### config.mk
export PLATFORM = sky130hd
export DESIGN_NAME = deadline_sorted_timer_queue_unit
export DESIGN_NICKNAME = d
export VERILOG_FILES = /design/src/dstq_pkg.sv /design/src/deadline_sorted_timer_queue_unit.sv
export SDC_FILE = /design/constraint.sdc
export NUM_CORES = 1
export LEC_CHECK = 0
export BUFFER_PORTS_ARGS = -buffer_cell sky130_fd_sc_hd__buf_2
export CAP_MARGIN = 20
export CORE_MARGIN = 3
export CORE_UTILIZATION = 50
export CTS_CLUSTER_DIAMETER = 60
export DETAILED_ROUTE_END_ITERATION = 7
export GPL_TIMING_DRIVEN = 1
export PLACE_DENSITY = 0.64
export RECOVER_POWER = 100
export SETUP_SLACK_MARGIN = 0.15
export SKIP_CTS_REPAIR_TIMING = 1
export SLEW_MARGIN = 20
export SYNTH_ARGS = -nofsm -noshare
export SYNTH_HDL_FRONTEND = slang
export SYNTH_SLANG_ARGS = --single-unit
### constraint.sdc
create_clock -name clk -period 10.5 [get_ports clk]
set_input_delay 0.525 -clock clk [delete_from_list [all_inputs] [get_ports clk]]
set_output_delay 0.525 -clock clk [all_outputs]
set_load 0.005 [all_outputs]
### src/dstq_pkg.sv
// ============================================================================
// dstq_pkg: shared types and constants for the deadline sorted timer queue
// Slot pool size, link pointer format, function and result codes, FSM states.
// ============================================================================
package dstq_pkg;

    // Pool geometry
    localparam int SLOTS      = 16;
    localparam int RESULT_CAP = 16;
    localparam int PTR_W      = $clog2(SLOTS);
    localparam int LINK_W     = PTR_W + 1;
    localparam int CNT_W      = $clog2(RESULT_CAP + 1);

    typedef logic [PTR_W-1:0]  slot_t;
    typedef logic [LINK_W-1:0] link_t;
    typedef logic [CNT_W-1:0]  fire_cnt_t;

    // Null marker for list links and the head pointer
    localparam link_t NULL_LINK = link_t'(SLOTS);

    // Input function codes
    localparam logic [1:0] FUNC_INS_ABS = 2'd0;
    localparam logic [1:0] FUNC_INS_DLY = 2'd1;
    localparam logic [1:0] FUNC_POLL    = 2'd2;

    // Result kinds
    localparam logic [1:0] KIND_ACCEPT = 2'd0;
    localparam logic [1:0] KIND_REJECT = 2'd1;
    localparam logic [1:0] KIND_FIRED  = 2'd2;
    localparam logic [1:0] KIND_NONE   = 2'd3;

    // Sequencer states
    typedef enum logic [2:0] {
        ST_IDLE,
        ST_SEARCH,
        ST_HEAD,
        ST_WALK,
        ST_FIX,
        ST_RESP,
        ST_POLL
    } state_t;

    // A link is null when it does not point at a real slot
    function automatic logic link_is_null(input link_t l);
        return (l >= NULL_LINK);
    endfunction

endpackage

### src/deadline_sorted_timer_queue_unit.sv
// ============================================================================
// deadline_sorted_timer_queue_unit: sorted timer list over a fixed slot pool
// Inserts tagged deadlines into a linked list sorted by deadline, fires due
// entries on poll. One sequencer walks the list one slot per cycle.
// ============================================================================
// Usage:
//   Input channel (in_valid/in_stall) carries func, task_tag, when_value, now.
//   in_stall is high whenever the sequencer is busy; one item is handled at a
//   time. Output channel (out_valid/out_stall) carries kind, fired_tag, last;
//   last marks the final result of an input item.
// Sequence:
//   Insert: transfer, free-slot search (one slot checked per cycle), head
//   check, list walk (one link per cycle), link fix, response. A new head
//   skips the walk and fix; a full pool or failed search goes to response.
//   Poll: one result per fired entry, last flagged, or one none result.
//   The list walk and the poll due test share a single deadline comparator.
// Reset:
//   All slots free, list empty, search rover at slot 0, output empty.
// Back-pressure:
//   A stalled result holds in the output register; the sequencer waits on it
//   and in_stall stays high until the item's last result has been loaded.
// ============================================================================
module deadline_sorted_timer_queue_unit
    import dstq_pkg::*;
(
    input  logic        clk,
    input  logic        rst_n,
    input  logic        in_valid,
    output logic        in_stall,
    input  logic [1:0]  func,
    input  logic [15:0] task_tag,
    input  logic [31:0] when_value,
    input  logic [31:0] now,
    output logic        out_valid,
    input  logic        out_stall,
    output logic [1:0]  kind,
    output logic [15:0] fired_tag,
    output logic        last
);

    // Slot storage
    logic [31:0]      dl_mem   [SLOTS];
    logic [15:0]      tag_mem  [SLOTS];
    link_t            next_mem [SLOTS];
    logic [SLOTS-1:0] busy_reg, busy_next;

    // Control state
    state_t    state_reg, state_next;
    link_t     head_reg, head_next;
    link_t     used_reg, used_next;
    slot_t     rover_reg, rover_next;
    slot_t     cnt_reg, cnt_next;
    fire_cnt_t fired_reg, fired_next;
    logic      pend_valid_reg, pend_valid_next;
    logic      out_valid_reg, out_valid_next;

    // Item and payload registers
    logic [15:0] tag_reg, tag_next;
    logic [31:0] dl_reg, dl_next;
    logic [31:0] now_reg, now_next;
    slot_t       slot_reg, slot_next;
    slot_t       cur_reg, cur_next;
    logic [1:0]  resp_kind_reg, resp_kind_next;
    logic [15:0] pend_tag_reg, pend_tag_next;
    logic [1:0]  kind_reg, kind_next;
    logic [15:0] fired_tag_reg, fired_tag_next;
    logic        last_reg, last_next;

    // Storage write controls
    logic        slot_wr;
    logic        link_wr;
    slot_t       link_wr_addr;
    link_t       link_wr_data;

    // Shared read path and comparator
    logic        in_xfer;
    logic        out_free;
    logic        head_null;
    slot_t       head_idx;
    slot_t       nx_addr;
    link_t       nx_rd;
    logic        nx_null;
    slot_t       dl_addr;
    logic [31:0] dl_rd;
    logic [31:0] cmp_a;
    logic [31:0] cmp_b;
    logic        dl_ge;
    logic        due;
    logic        pool_full;

    assign in_stall  = (state_reg != ST_IDLE);
    assign in_xfer   = in_valid && !in_stall;
    assign out_free  = !out_valid_reg || !out_stall;
    assign out_valid = out_valid_reg;
    assign kind      = kind_reg;
    assign fired_tag = fired_tag_reg;
    assign last      = last_reg;

    assign head_null = link_is_null(head_reg);
    assign head_idx  = head_reg[PTR_W-1:0];
    assign pool_full = (used_reg >= link_t'(SLOTS));

    // One read address per array per cycle
    assign nx_addr = (state_reg == ST_POLL) ? head_idx : cur_reg;
    assign nx_rd   = next_mem[nx_addr];
    assign nx_null = link_is_null(nx_rd);
    assign dl_addr = (state_reg == ST_WALK) ? nx_rd[PTR_W-1:0] : head_idx;
    assign dl_rd   = dl_mem[dl_addr];

    // Shared comparator: list position test, operands swapped for the due test
    assign cmp_a = (state_reg == ST_POLL) ? now_reg : dl_rd;
    assign cmp_b = (state_reg == ST_POLL) ? dl_rd : dl_reg;
    assign dl_ge = (cmp_a >= cmp_b);
    assign due   = !head_null && (fired_reg < fire_cnt_t'(RESULT_CAP)) && dl_ge;

    // Next-state logic
    always_comb
    begin
        state_next = state_reg;
        case (state_reg)
            ST_IDLE:
            begin
                if (in_xfer)
                begin
                    case (func)
                        FUNC_INS_ABS, FUNC_INS_DLY:
                            state_next = pool_full ? ST_RESP : ST_SEARCH;
                        FUNC_POLL:
                            state_next = ST_POLL;
                        default:
                            state_next = ST_IDLE;
                    endcase
                end
            end
            ST_SEARCH:
            begin
                if (!busy_reg[rover_reg])
                    state_next = ST_HEAD;
                else if (cnt_reg == slot_t'(SLOTS - 1))
                    state_next = ST_RESP;
            end
            ST_HEAD:
            begin
                state_next = (head_null || dl_ge) ? ST_RESP : ST_WALK;
            end
            ST_WALK:
            begin
                if (nx_null || dl_ge)
                    state_next = ST_FIX;
            end
            ST_FIX:
            begin
                state_next = ST_RESP;
            end
            ST_RESP:
            begin
                if (out_free)
                    state_next = ST_IDLE;
            end
            ST_POLL:
            begin
                if (!due && out_free)
                    state_next = ST_IDLE;
            end
            default:
            begin
                state_next = ST_IDLE;
            end
        endcase
    end

    // Datapath and output logic
    always_comb
    begin
        head_next       = head_reg;
        used_next       = used_reg;
        rover_next      = rover_reg;
        cnt_next        = cnt_reg;
        fired_next      = fired_reg;
        pend_valid_next = pend_valid_reg;
        busy_next       = busy_reg;
        tag_next        = tag_reg;
        dl_next         = dl_reg;
        now_next        = now_reg;
        slot_next       = slot_reg;
        cur_next        = cur_reg;
        resp_kind_next  = resp_kind_reg;
        pend_tag_next   = pend_tag_reg;
        out_valid_next  = out_valid_reg && out_stall;
        kind_next       = kind_reg;
        fired_tag_next  = fired_tag_reg;
        last_next       = last_reg;
        slot_wr         = 1'b0;
        link_wr         = 1'b0;
        link_wr_addr    = slot_reg;
        link_wr_data    = NULL_LINK;

        case (state_reg)
            ST_IDLE:
            begin
                // Capture the item; delayed inserts get their deadline here
                if (in_xfer)
                begin
                    tag_next        = task_tag;
                    now_next        = now;
                    dl_next         = (func == FUNC_INS_DLY) ? (now + when_value)
                                                             : when_value;
                    cnt_next        = '0;
                    fired_next      = '0;
                    pend_valid_next = 1'b0;
                    resp_kind_next  = pool_full ? KIND_REJECT : KIND_ACCEPT;
                end
            end
            ST_SEARCH:
            begin
                // Round-robin free slot search, one slot per cycle
                if (!busy_reg[rover_reg])
                begin
                    slot_wr             = 1'b1;
                    busy_next[rover_reg] = 1'b1;
                    used_next           = used_reg + 1'b1;
                    slot_next           = rover_reg;
                    resp_kind_next      = KIND_ACCEPT;
                end
                else
                begin
                    rover_next = (rover_reg == slot_t'(SLOTS - 1)) ? '0
                                                                   : rover_reg + 1'b1;
                    cnt_next   = cnt_reg + 1'b1;
                    if (cnt_reg == slot_t'(SLOTS - 1))
                        resp_kind_next = KIND_REJECT;
                end
            end
            ST_HEAD:
            begin
                // New entry goes ahead of a head with equal or later deadline
                if (head_null || dl_ge)
                begin
                    link_wr      = 1'b1;
                    link_wr_addr = slot_reg;
                    link_wr_data = head_reg;
                    head_next    = {1'b0, slot_reg};
                end
                else
                begin
                    cur_next = head_idx;
                end
            end
            ST_WALK:
            begin
                // Step along the list until the successor is not earlier
                if (nx_null || dl_ge)
                begin
                    link_wr      = 1'b1;
                    link_wr_addr = slot_reg;
                    link_wr_data = nx_null ? NULL_LINK : nx_rd;
                end
                else
                begin
                    cur_next = nx_rd[PTR_W-1:0];
                end
            end
            ST_FIX:
            begin
                link_wr      = 1'b1;
                link_wr_addr = cur_reg;
                link_wr_data = {1'b0, slot_reg};
            end
            ST_RESP:
            begin
                if (out_free)
                begin
                    out_valid_next = 1'b1;
                    kind_next      = resp_kind_reg;
                    fired_tag_next = '0;
                    last_next      = 1'b1;
                end
            end
            ST_POLL:
            begin
                // Fired tag is held in a pending register so the last flag is known
                if (due)
                begin
                    if (!pend_valid_reg || out_free)
                    begin
                        if (pend_valid_reg)
                        begin
                            out_valid_next = 1'b1;
                            kind_next      = KIND_FIRED;
                            fired_tag_next = pend_tag_reg;
                            last_next      = 1'b0;
                        end
                        pend_valid_next     = 1'b1;
                        pend_tag_next       = tag_mem[head_idx];
                        busy_next[head_idx] = 1'b0;
                        used_next           = used_reg - 1'b1;
                        head_next           = nx_null ? NULL_LINK : nx_rd;
                        fired_next          = fired_reg + 1'b1;
                    end
                end
                else if (out_free)
                begin
                    out_valid_next  = 1'b1;
                    kind_next       = pend_valid_reg ? KIND_FIRED : KIND_NONE;
                    fired_tag_next  = pend_valid_reg ? pend_tag_reg : 16'd0;
                    last_next       = 1'b1;
                    pend_valid_next = 1'b0;
                end
            end
            default:
            begin
            end
        endcase
    end

    // Control registers
    always_ff @(posedge clk or negedge rst_n)
    begin
        if (!rst_n)
        begin
            state_reg      <= ST_IDLE;
            head_reg       <= NULL_LINK;
            used_reg       <= '0;
            rover_reg      <= '0;
            cnt_reg        <= '0;
            fired_reg      <= '0;
            pend_valid_reg <= 1'b0;
            busy_reg       <= '0;
            out_valid_reg  <= 1'b0;
        end
        else
        begin
            state_reg      <= state_next;
            head_reg       <= head_next;
            used_reg       <= used_next;
            rover_reg      <= rover_next;
            cnt_reg        <= cnt_next;
            fired_reg      <= fired_next;
            pend_valid_reg <= pend_valid_next;
            busy_reg       <= busy_next;
            out_valid_reg  <= out_valid_next;
        end
    end

    // Payload registers
    always_ff @(posedge clk)
    begin
        tag_reg       <= tag_next;
        dl_reg        <= dl_next;
        now_reg       <= now_next;
        slot_reg      <= slot_next;
        cur_reg       <= cur_next;
        resp_kind_reg <= resp_kind_next;
        pend_tag_reg  <= pend_tag_next;
        kind_reg      <= kind_next;
        fired_tag_reg <= fired_tag_next;
        last_reg      <= last_next;
    end

    // Slot storage writes
    always_ff @(posedge clk)
    begin
        if (slot_wr)
        begin
            dl_mem[rover_reg]  <= dl_reg;
            tag_mem[rover_reg] <= tag_reg;
        end
        if (link_wr)
            next_mem[link_wr_addr] <= link_wr_data;
    end

endmodule
==> flow_summary.html, run 1 <==
<table>
<tr><th>Metric</th><th>Value</th></tr>
<tr><th colspan="2">Logic synthesis</th></tr>
<tr><td>Proportion of synthesized chip area in sequential cells</td><td>0.694</td></tr>
<tr><td>Avg Inst Size Synth</td><td>16.6 um2</td></tr>
<tr><td>Synth Register Bits</td><td>1016</td></tr>
<tr><td>Count of different cell masters after synthesis</td><td>78</td></tr>
<tr><td>Cell area after synthesis</td><td>between 40000 and 50000 um2</td></tr>
<tr><td>Number of enable flip-flop cells after synthesis</td><td>972</td></tr>
<tr><td>Async set or reset register ratio after synthesis</td><td>0.0433</td></tr>
<tr><td>Commonest register cell after synthesis</td><td>sky130_fd_sc_hd__edfxtp_1</td></tr>
<tr><td>Warning count from the yosys run</td><td>0</td></tr>
<tr><td>Post-synthesis cell count</td><td>roughly 2600</td></tr>
<tr><td>Net Count, Synth</td><td>between 2000 and 3000</td></tr>
<tr><th colspan="2">Setup path</th></tr>
<tr><td>Path type of the worst setup path</td><td>reg -&gt; reg</td></tr>
<tr><td>Critical Path AT</td><td>9.65 ns</td></tr>
<tr><td>Crit path required time</td><td>10.79 ns</td></tr>
<tr><td>CP Capture Type</td><td>register</td></tr>
<tr><td>CP max FO</td><td>116</td></tr>
<tr><td>Worst reg2reg setup slack</td><td>approximately 1.1 ns</td></tr>
<tr><td>Launch point of the worst reg-to-reg path</td><td>state_reg[2]$_DFFE_PN0P_</td></tr>
<tr><td>Depth of the most critical reg-to-reg path</td><td>25</td></tr>
<tr><td>Reg2Reg Capture Point</td><td>fired_tag[13]$_SDFFCE_PN0P_</td></tr>
<tr><td>Element type at the critical path start</td><td>register</td></tr>
<tr><th colspan="2">Finish</th></tr>
<tr><td>Registers with the most flip-flops</td><td>dl_mem (512), tag_mem (256), next_mem (80)</td></tr>
<tr><td>Relative area change from synthesis to final layout</td><td>10.9%</td></tr>
<tr><td>Layout Cells excl Fill</td><td>3965</td></tr>
<tr><td>Register name with the most flops</td><td>dl_mem</td></tr>
<tr><td>Antenna diodes</td><td>0</td></tr>
<tr><td>Proportion of layout cells with a drive suffix above 1</td><td>0.124</td></tr>
<tr><td>Fill cell count</td><td>6568</td></tr>
<tr><td>Layout Nets</td><td>2897</td></tr>
<tr><td>Number of flip-flops in the largest register</td><td>a little over 500</td></tr>
<tr><th colspan="2">Place</th></tr>
<tr><td>Post-Place Worst Slack</td><td>about 1.4 ns</td></tr>
<tr><td>Final HPWL DP</td><td>~63 mm</td></tr>
<tr><td>Number of cells in the design after placement</td><td>around 3800</td></tr>
<tr><td>IO buf count</td><td>106</td></tr>
<tr><td>Routability congestion estimate from global placement</td><td>about 0.9</td></tr>
<tr><th colspan="2">Power and ir drop</th></tr>
<tr><td>Switching component of the power</td><td>4.37 mW</td></tr>
<tr><td>Proportion of power drawn by combinational gates</td><td>0.321</td></tr>
<tr><td>Proportion of power drawn by flip-flops and latches</td><td>0.405</td></tr>
<tr><td>VDD IR-drop max</td><td>0.191 mV</td></tr>
<tr><td>Sw frac</td><td>0.332</td></tr>
<tr><td>Cell internal pwr</td><td>8.80 mW</td></tr>
<tr><td>Power density cells</td><td>272 nW/um2</td></tr>
<tr><td>Clock Power Share</td><td>0.274</td></tr>
<tr><td>Static power due to leakage</td><td>17.2 nW</td></tr>
<tr><th colspan="2">CTS</th></tr>
<tr><td>Number of sinks handled by clock tree synthesis</td><td>between 1000 and 1500</td></tr>
<tr><td>TritonCTS clock tree</td><td>yes</td></tr>
<tr><td>CTS H-tree lvls</td><td>3</td></tr>
<tr><td>CTS clock-pin slew for the worst setup and hold paths</td><td>0.06 ns</td></tr>
<tr><td>Number of clock buffers inserted by TritonCTS</td><td>103</td></tr>
<tr><td>Latest clock arrival within the worst-skew pair</td><td>0.68 ns</td></tr>
<tr><td>Longest Clk Path Bufs</td><td>3</td></tr>
<tr><td>Root Buffer</td><td>sky130_fd_sc_hd__clkbuf_16</td></tr>
<tr><th colspan="2">Floorplan</th></tr>
<tr><td>Height of the chip</td><td>301 um</td></tr>
<tr><td>Core region area</td><td>approximately 86000 um2</td></tr>
<tr><td>Die ar.</td><td>90800 um2</td></tr>
<tr><td>Width of the die</td><td>301 um</td></tr>
<tr><td>Initial Util</td><td>0.508</td></tr>
<tr><td>Count of boundary I/O pins</td><td>107</td></tr>
<tr><td># rows</td><td>~110</td></tr>
<tr><th colspan="2">STA</th></tr>
<tr><td>Summed negative setup slack over all endpoints</td><td>0 ns</td></tr>
<tr><td>Share of the clock period used by the worst path after layout</td><td>0.891</td></tr>
<tr><td>Number of failing hold endpoints at the final stage</td><td>0</td></tr>
<tr><td>Fin crit period</td><td>about 9.4 ns</td></tr>
<tr><td>Measured slew at the worst slew-check pin</td><td>about 4.2 ns</td></tr>
<tr><td>Final Hold Slack</td><td>0.0347 ns</td></tr>
<tr><td>Skew final</td><td>0.0225 ns</td></tr>
<tr><td>Setup repair after global routing missed its margin</td><td>false</td></tr>
<tr><td>Setup WS post-layout</td><td>1.14 ns</td></tr>
<tr><td>Max Transition Viols Final</td><td>1015</td></tr>
<tr><td>Final count of negative-setup-slack endpoints</td><td>0</td></tr>
<tr><td>Worst relative slew slack</td><td>-1.79</td></tr>
<tr><td>Fmax achieved</td><td>107 MHz</td></tr>
<tr><th colspan="2">Min path</th></tr>
<tr><td>Cell count of the worst hold path</td><td>1</td></tr>
<tr><td>Worst Hold Class</td><td>in -&gt; reg</td></tr>
<tr><td>End point of the worst hold path</td><td>tag_reg[7]$_DFFE_PP_</td></tr>
<tr><td>Hold path startpoint</td><td>task_tag[7]</td></tr>
<tr><th colspan="2">Route</th></tr>
<tr><td>Per-cell via count in the routed design</td><td>6.21</td></tr>
<tr><td>Via count</td><td>24618</td></tr>
<tr><td>Detailed-routing iteration count for the pre-antenna-repair pass</td><td>7</td></tr>
<tr><td>Number of DRC markers in iteration 0</td><td>around 2500</td></tr>
<tr><td>Post-Route WL</td><td>110 mm</td></tr>
<tr><td>Number of antenna-violating nets in the routed design</td><td>0</td></tr>
<tr><td>Residual DRC count</td><td>0</td></tr>
<tr><td>Routed wire per std cell</td><td>27.6 um</td></tr>
<tr><th colspan="2">GRT</th></tr>
<tr><td>Pin count of the biggest net entering global routing</td><td>approximately 120</td></tr>
<tr><td>Vias in the first global route</td><td>24542</td></tr>
<tr><td>Tot GR Track Use</td><td>0.242</td></tr>
<tr><td>Global route total overflow</td><td>0</td></tr>
<tr><td>Wire length of the first global-routing pass</td><td>161 mm</td></tr>
<tr><td>Antenna violations before repair</td><td>0</td></tr>
<tr><th colspan="2">Run</th></tr>
<tr><td>Max capacitance violation total</td><td>29</td></tr>
<tr><th colspan="2">Outcome</th></tr>
<tr><td>Failing checks</td><td>max-capacitance violations, max-slew violations</td></tr>
<tr><td>Outcome</td><td>complete, but fails checks</td></tr>
</table>
==> how the worst max path moves through the flow <==
| stage | from | end | slack [ns] | cells past startpoint |
|---|---|---|---|---|
| 2_1_floorplan | rover_reg[0]$_DFFE_PN0P_ | dl_mem[15][0]$_DFFE_PP_ | 3.49 | 4 |
| 3_3_place_gp | state_reg[0]$_DFFE_PN0P_ | next_mem[11][4]$_DFFE_PP_ | 1.59 | 22 |
| 4_1_cts | state_reg[0]$_DFFE_PN0P_ | next_mem[0][2]$_DFFE_PP_ | 1.39 | 23 |
| 6_report | state_reg[2]$_DFFE_PN0P_ | fired_tag[13]$_SDFFCE_PN0P_ | 1.14 | 25 |
| 3_5_place_dp | state_reg[0]$_DFFE_PN0P_ | next_mem[0][2]$_DFFE_PP_ | 1.44 | 23 |
| 5_1_grt | state_reg[2]$_DFFE_PN0P_ | next_mem[15][1]$_DFFE_PP_ | 0.51 | 25 |
==> metrics by stage <==
step | instance area [um2] | power (mW) | utilization
finish | 48400 | 13.2 | 0.564
global route | 48400 | 13.8 | 0.564
CTS | 48600 | 13.2 | 0.566
detailed placement | 45300 | 9.61 | 0.527
global placement | 45300 | 9.53 | 0.527
floorplan | 43600 | 8.38 | -
==> power by group through the flow <==
| stage | Clock, mW | Combinational [mW] | Sequential, mW |
|---|---|---|---|
| final | 3.61 | 4.23 | 5.34 |
| after detailed placement | 0 | 4.21 | 5.40 |
| after floorplan | 0 | 3.17 | 5.21 |
| after CTS | 3.67 | 4.23 | 5.32 |
| after global placement | 0 | 4.16 | 5.38 |
| after global routing | 3.84 | 4.53 | 5.39 |
==> worst max-delay path, stage by stage (launching register included) <==
cell and delay (ns):
sky130_fd_sc_hd__dfrtp_1 0.73, sky130_fd_sc_hd__nand3b_4 0.49, sky130_fd_sc_hd__inv_1 1.04, sky130_fd_sc_hd__o211ai_1 0.15
sky130_fd_sc_hd__o2111ai_1 0.16, sky130_fd_sc_hd__o211ai_1 0.17, sky130_fd_sc_hd__o221a_1 0.30, sky130_fd_sc_hd__buf_4 0.23
sky130_fd_sc_hd__inv_8 0.60, sky130_fd_sc_hd__buf_12 0.66, sky130_fd_sc_hd__mux2i_1 0.30, sky130_fd_sc_hd__mux2i_1 0.09
sky130_fd_sc_hd__o22ai_1 0.29, sky130_fd_sc_hd__a211oi_1 0.09, sky130_fd_sc_hd__a21oi_1 0.17, sky130_fd_sc_hd__ha_1 0.26
sky130_fd_sc_hd__and3_1 0.16, sky130_fd_sc_hd__a211oi_1 0.23, sky130_fd_sc_hd__o21ai_0 0.12, sky130_fd_sc_hd__a21oi_1 0.31
sky130_fd_sc_hd__o211ai_1 0.26, sky130_fd_sc_hd__a21oi_1 0.73, sky130_fd_sc_hd__or3_1 0.27, sky130_fd_sc_hd__nor2_1 0.09
sky130_fd_sc_hd__o21ai_2 0.13, sky130_fd_sc_hd__clkbuf_2 0.62
==> cells by family (layout without fill, tap and decap cells) <==
logic type	count (synthesis)	count (layout)	synth area share
flops	1016	1016	0.694
compound gates	423	423	0.0683
simple gates	367	367	0.0423
mux	528	528	0.146
buf+inv	184	381	0.0210
fa+ha+maj	74	74	0.0216
xor+xnor	32	32	0.00642
==> synth_stat cells, types with 11 or more instances <==
library cell,n,area share
sky130_fd_sc_hd__a221o_1,19,0.0044
sky130_fd_sc_hd__a221oi_1,29,0.0058
sky130_fd_sc_hd__edfxtp_1,972,0.67
sky130_fd_sc_hd__xor2_1,13,0.0026
sky130_fd_sc_hd__o21a_1,18,0.0031
sky130_fd_sc_hd__and2_1,48,0.0069
sky130_fd_sc_hd__dfrtp_1,43,0.025
sky130_fd_sc_hd__ha_1,72,0.021
sky130_fd_sc_hd__a21o_1,47,0.0081
sky130_fd_sc_hd__nor3_1,14,0.0016
sky130_fd_sc_hd__xnor2_1,19,0.0038
sky130_fd_sc_hd__mux2_2,16,0.0041
sky130_fd_sc_hd__buf_1,11,0.00095
sky130_fd_sc_hd__nand2b_1,12,0.0017
sky130_fd_sc_hd__nand4_1,13,0.0019
sky130_fd_sc_hd__a22oi_1,15,0.0026
sky130_fd_sc_hd__mux4_2,85,0.044
sky130_fd_sc_hd__nand2_1,118,0.010
sky130_fd_sc_hd__and3_1,17,0.0024
sky130_fd_sc_hd__mux2i_1,421,0.097
sky130_fd_sc_hd__buf_4,29,0.0050
sky130_fd_sc_hd__o22ai_1,22,0.0032
sky130_fd_sc_hd__o211ai_1,19,0.0033
sky130_fd_sc_hd__nor2_1,73,0.0063
sky130_fd_sc_hd__buf_6,11,0.0028
sky130_fd_sc_hd__nand3_1,25,0.0029
sky130_fd_sc_hd__inv_1,38,0.0033
sky130_fd_sc_hd__clkbuf_1,62,0.0053
sky130_fd_sc_hd__buf_2,29,0.0033
sky130_fd_sc_hd__o21ai_0,62,0.0071
sky130_fd_sc_hd__o32ai_1,13,0.0026
sky130_fd_sc_hd__a21oi_1,82,0.0094
sky130_fd_sc_hd__a211oi_1,31,0.0053
==> metal layers <==
layer	wire (um)	share of wire	global-route usage	vias up
met4	3030	0.028	0.0741	0
met5	0	0	0	-
met2	52300	0.48	0.393	941
li1	-	-	-	10698
met1	46800	0.43	0.342	12815
met3	7470	0.068	0.0312	164
==> area by class of cell <==
type	instances	area (um2)	share of cell area
inverters	42	169	0.00349
clock inverters	64	617	0.0127
flip-flops and latches	1016	30300	0.626
well taps	1144	1430	0.0296
repair buffers	150	718	0.0148
multi-input cells	1424	12500	0.257
clock buffers	125	2720	0.0562
==> placed cells by master (no fill, tap or decap), types with 62 or more instances in the layout <==
master,instances
sky130_fd_sc_hd__edfxtp_1,972
sky130_fd_sc_hd__mux2i_1,421
sky130_fd_sc_hd__nand2_1,118
sky130_fd_sc_hd__clkbuf_16,104
sky130_fd_sc_hd__clkbuf_1,97
sky130_fd_sc_hd__mux4_2,85
sky130_fd_sc_hd__a21oi_1,82
sky130_fd_sc_hd__nor2_1,73
sky130_fd_sc_hd__ha_1,72
sky130_fd_sc_hd__o21ai_0,62
Power figures use the tool's default switching activity.
==> run 2: changes to the inputs <==
--- a/config.mk
+++ b/config.mk
@@ -7,6 +7,7 @@
 export LEC_CHECK = 0
 export BUFFER_PORTS_ARGS = -buffer_cell sky130_fd_sc_hd__buf_2
 export CAP_MARGIN = 20
+export CORE_ASPECT_RATIO = 0.6
 export CORE_MARGIN = 3
 export CORE_UTILIZATION = 50
 export CTS_CLUSTER_DIAMETER = 60
@@ -14,6 +15,7 @@
 export GPL_TIMING_DRIVEN = 1
 export PLACE_DENSITY = 0.64
 export RECOVER_POWER = 100
+export REMOVE_ABC_BUFFERS = 1
 export SETUP_SLACK_MARGIN = 0.15
 export SKIP_CTS_REPAIR_TIMING = 1
 export SLEW_MARGIN = 20
==> run 2 against run 1 <==
The flow still finishes with violations (max-capacitance violations, max-slew violations). Wire length rose by 1.2%. Largest power group unchanged. Count of clock-buffer cells in the layout decreased by 13. Combinational power is 2% higher. Critical path type unchanged. Register-to-register slack worse by 0.08 ns. Clock skew is 0.0073 ns higher. Highest routed layer is now met5. Via count decreased by 0.30%. Final area down 0.36%. Flip-flop and latch count unchanged. Sequential share of layout area rose by 0.22 points. Final cell count about the same. Sequential power hardly changed.
==> flow_summary.html, run 2 (synthesized netlist as in run 1, its figures left out) <==
<table>
<tr><th>Metric</th><th>Value</th></tr>
<tr><th colspan="2">Finish</th></tr>
<tr><td>Relative area change from synthesis to final layout</td><td>10.5%</td></tr>
<tr><td>Final core utilization</td><td>0.561 (-0.00313)</td></tr>
<tr><td>Final non-filler cell area</td><td>48200 um2 (-0.36%)</td></tr>
<tr><td>Registers with the most flip-flops</td><td>dl_mem (512), tag_mem (256), next_mem (80)</td></tr>
<tr><td>Most common cell after layout, fill and taps aside</td><td>sky130_fd_sc_hd__edfxtp_1</td></tr>
<tr><td>Most frequent cells in the layout</td><td>sky130_fd_sc_hd__edfxtp_1 (972), sky130_fd_sc_hd__mux2i_1 (421), sky130_fd_sc_hd__nand2_1 (118)</td></tr>
<tr><td>Register name with the most flops</td><td>dl_mem</td></tr>
<tr><td>Layout Nets</td><td>2899 (+0.069%)</td></tr>
<tr><td>Proportion of layout cells with a drive suffix above 1</td><td>0.119 (-0.00542)</td></tr>
<tr><td>Number of flip-flops in the largest register</td><td>512 (unchanged)</td></tr>
<tr><th colspan="2">Setup path</th></tr>
<tr><td>Launch point of the worst reg-to-reg path</td><td>head_reg[1]$_DFFE_PN0P_</td></tr>
<tr><td>Master of the slowest instance on the critical path</td><td>sky130_fd_sc_hd__dfrtp_1</td></tr>
<tr><td>Critical Path AT</td><td>9.71 ns (+0.06 ns)</td></tr>
<tr><td>CP Capture Type</td><td>register</td></tr>
<tr><td>First element of the critical path</td><td>head_reg[1]$_DFFE_PN0P_</td></tr>
<tr><td>Ordered cell list for the critical path</td><td>and4b_1 &gt; a21o_1 &gt; buf_4 &gt; mux2_2 &gt; o211ai_1 &gt; o221a_1 &gt; inv_8 &gt; buf_4 &gt; mux2i_1 &gt; mux2i_1 &gt; mux2i_1 &gt; o32ai_1 &gt; a21oi_1 &gt; ha_1 &gt; and3_1 &gt; a211oi_1 &gt; o21ai_0 &gt; a21oi_1 &gt; o211ai_1 &gt; a21oi_1 &gt; or3_1 &gt; nor2_1 &gt; o21ai_2</td></tr>
<tr><td>Path type of the worst setup path</td><td>reg -&gt; reg</td></tr>
<tr><td>Maximum single-stage delay on the critical path</td><td>1.25 ns (+0.21 ns)</td></tr>
<tr><td>Element type at the critical path start</td><td>register</td></tr>
<tr><td>Crit path required time</td><td>10.78 ns (about the same)</td></tr>
<tr><td>CP max FO</td><td>94 (-19%)</td></tr>
<tr><th colspan="2">CTS</th></tr>
<tr><td>Latest clock arrival within the worst-skew pair</td><td>0.69 ns (about the same)</td></tr>
<tr><td>CTS H-tree lvls</td><td>3 (unchanged)</td></tr>
<tr><td>CTS clock-pin slew for the worst setup and hold paths</td><td>0.06 ns (about the same)</td></tr>
<tr><td>Number of clock buffers inserted by TritonCTS</td><td>91 (-12%)</td></tr>
<tr><td>Root Buffer</td><td>sky130_fd_sc_hd__clkbuf_16</td></tr>
<tr><td>Number of sinks handled by clock tree synthesis</td><td>1016 (unchanged)</td></tr>
<tr><td>TritonCTS clock tree</td><td>yes</td></tr>
<tr><td>Longest Clk Path Bufs</td><td>3 (unchanged)</td></tr>
<tr><th colspan="2">STA</th></tr>
<tr><td>Fmax achieved</td><td>106 MHz (-0.84%)</td></tr>
<tr><td>Share of the clock period used by the worst path after layout</td><td>0.899 (+0.00755)</td></tr>
<tr><td>Number of failing hold endpoints at the final stage</td><td>0 (unchanged)</td></tr>
<tr><td>Skew final</td><td>0.0299 ns (+0.00734 ns)</td></tr>
<tr><td>Setup repair after global routing missed its margin</td><td>false</td></tr>
<tr><td>Fin crit period</td><td>9.44 ns (+0.0793 ns)</td></tr>
<tr><td>Final Hold Slack</td><td>0.0325 ns (-0.00219 ns)</td></tr>
<tr><td>Measured slew at the worst slew-check pin</td><td>5.69 ns (+1.51 ns)</td></tr>
<tr><td>Final count of negative-setup-slack endpoints</td><td>0 (unchanged)</td></tr>
<tr><td>Worst relative slew slack</td><td>-2.79 (-1.01)</td></tr>
<tr><td>Max Transition Viols Final</td><td>1045 (+3.0%)</td></tr>
<tr><th colspan="2">Floorplan</th></tr>
<tr><td>Count of boundary I/O pins</td><td>107 (unchanged)</td></tr>
<tr><td># rows</td><td>83 (-22%)</td></tr>
<tr><td>Core region area</td><td>86000 um2 (+0.20%)</td></tr>
<tr><td>Initial Util</td><td>0.507 (-0.00101)</td></tr>
<tr><td>Height of the chip</td><td>235 um (-22%)</td></tr>
<tr><td>Width of the die</td><td>387 um (+29%)</td></tr>
<tr><td>Die ar.</td><td>91000 um2 (+0.13%)</td></tr>
<tr><th colspan="2">Power and ir drop</th></tr>
<tr><td>VDD IR-drop max</td><td>0.272 mV (+42%)</td></tr>
<tr><td>Power density cells</td><td>271 nW/um2 (-0.60%)</td></tr>
<tr><td>Static power due to leakage</td><td>17.1 nW (-0.40%)</td></tr>
<tr><td>Power after layout</td><td>13.1 mW (-0.96%)</td></tr>
<tr><th colspan="2">Route</th></tr>
<tr><td>Detailed-routing iteration count for the pre-antenna-repair pass</td><td>5 (-2)</td></tr>
<tr><td>Post-Route WL</td><td>111 mm (+1.2%)</td></tr>
<tr><td>Residual DRC count</td><td>0 (unchanged)</td></tr>
<tr><td>Number of antenna-violating nets in the routed design</td><td>0 (unchanged)</td></tr>
<tr><td>Per-cell via count in the routed design</td><td>6.19 (-0.25%)</td></tr>
<tr><td>Number of DRC markers in iteration 0</td><td>3092 (+25%)</td></tr>
<tr><td>Via count</td><td>24543 (-0.30%)</td></tr>
<tr><td>Routed wire per std cell</td><td>28.0 um (+1.3%)</td></tr>
<tr><th colspan="2">Place</th></tr>
<tr><td>Final HPWL DP</td><td>65.4 mm (+3.3%)</td></tr>
<tr><td>IO buf count</td><td>106 (unchanged)</td></tr>
<tr><td>Total cell area at the placement stage</td><td>45300 um2 (+0.18%)</td></tr>
<tr><td>Routability congestion estimate from global placement</td><td>0.874 (-4.5%)</td></tr>
<tr><th colspan="2">GRT</th></tr>
<tr><td>Antenna violations before repair</td><td>2 (+2)</td></tr>
<tr><td>Global route total overflow</td><td>0 (unchanged)</td></tr>
<tr><td>Tot GR Track Use</td><td>0.242 (+0.000310)</td></tr>
<tr><td>Pin count of the biggest net entering global routing</td><td>95 (-19%)</td></tr>
<tr><td>Wire length of the first global-routing pass</td><td>162 mm (+0.18%)</td></tr>
<tr><td>Vias in the first global route</td><td>23851 (-2.8%)</td></tr>
<tr><th colspan="2">Min path</th></tr>
<tr><td>Worst Hold Class</td><td>in -&gt; reg</td></tr>
<tr><td>Hold path startpoint</td><td>task_tag[0]</td></tr>
<tr><th colspan="2">Run</th></tr>
<tr><td>Max capacitance violation total</td><td>30 (+3.4%)</td></tr>
<tr><th colspan="2">Outcome</th></tr>
<tr><td>Outcome</td><td>complete, but fails checks</td></tr>
<tr><td>Failing checks</td><td>max-capacitance violations, max-slew violations</td></tr>
</table>
==> run 2: routing by layer <==
metal | vias to the layer above | global-route usage | routed length (um)
met5 | - | 0 | 13
met3 | 143 | 0.0650 | 9970
li1 | 10713 | - | -
met4 | 2 | 0.0556 | 2240
met2 | 1080 | 0.343 | 47200
met1 | 12605 | 0.373 | 51400
==> run 2: through the flow <==
stage | setup TNS [ns] | cells | worst slack, ns
2_1_floorplan | -363.16 | 2482 | -3.08
3_3_place_gp | 0 | 3778 | 1.84
3_5_place_dp | 0 | 3780 | 1.90
4_1_cts | 0 | 3949 | 1.87
5_1_grt | 0 | 3962 | 0.670
6_report | 0 | 3963 | 1.06
==> run 2: layout make-up <==
class | instances | area (um2)
tap | 1147 | 1440
timing repair buffer | 164 | 886
antenna | 1 | 2.50
clock buffer | 112 | 2460
sequential | 1016 | 30300
fill | 6678 | 37800
inverter | 42 | 169
multi-input combinational | 1424 | 12400
clock inverter | 57 | 542
==> run 2: final timing paths <==
kind,endpoint,slack (ns),cells past startpoint
max reg2reg,fired_tag[0]$_SDFFCE_PN0P_,1.06,23
min,tag_reg[0]$_DFFE_PP_,0.03,1
max,fired_tag[0]$_SDFFCE_PN0P_,1.06,23
min reg2reg,busy_reg[8]$_DFFE_PN0P_,0.48,1
min in group asynchronous,state_reg[1]$_DFFE_PN0P_,1.19,2
max in group asynchronous,head_reg[0]$_DFFE_PN0P_,7.50,2
==> run 2: power breakdown <==
group,internal (mW),switching (mW),total [mW]
sequential,5.00,0.360,5.36
clock,1.89,1.47,3.36
combinational,1.75,2.57,4.32
==> run 2: critical path: cells and delay by family, from the launching register on <==
| family | cells | cell delay, ns |
|---|---|---|
| AO/OA/AOI/OAI | 11 | 3.90 |
| buffers and inverters | 3 | 1.50 |
| flip-flops | 1 | 1.25 |
| multiplexers | 4 | 1.01 |
| AND/OR/NAND/NOR | 4 | 0.94 |
| adder cells (fa/ha/maj) | 1 | 0.26 |
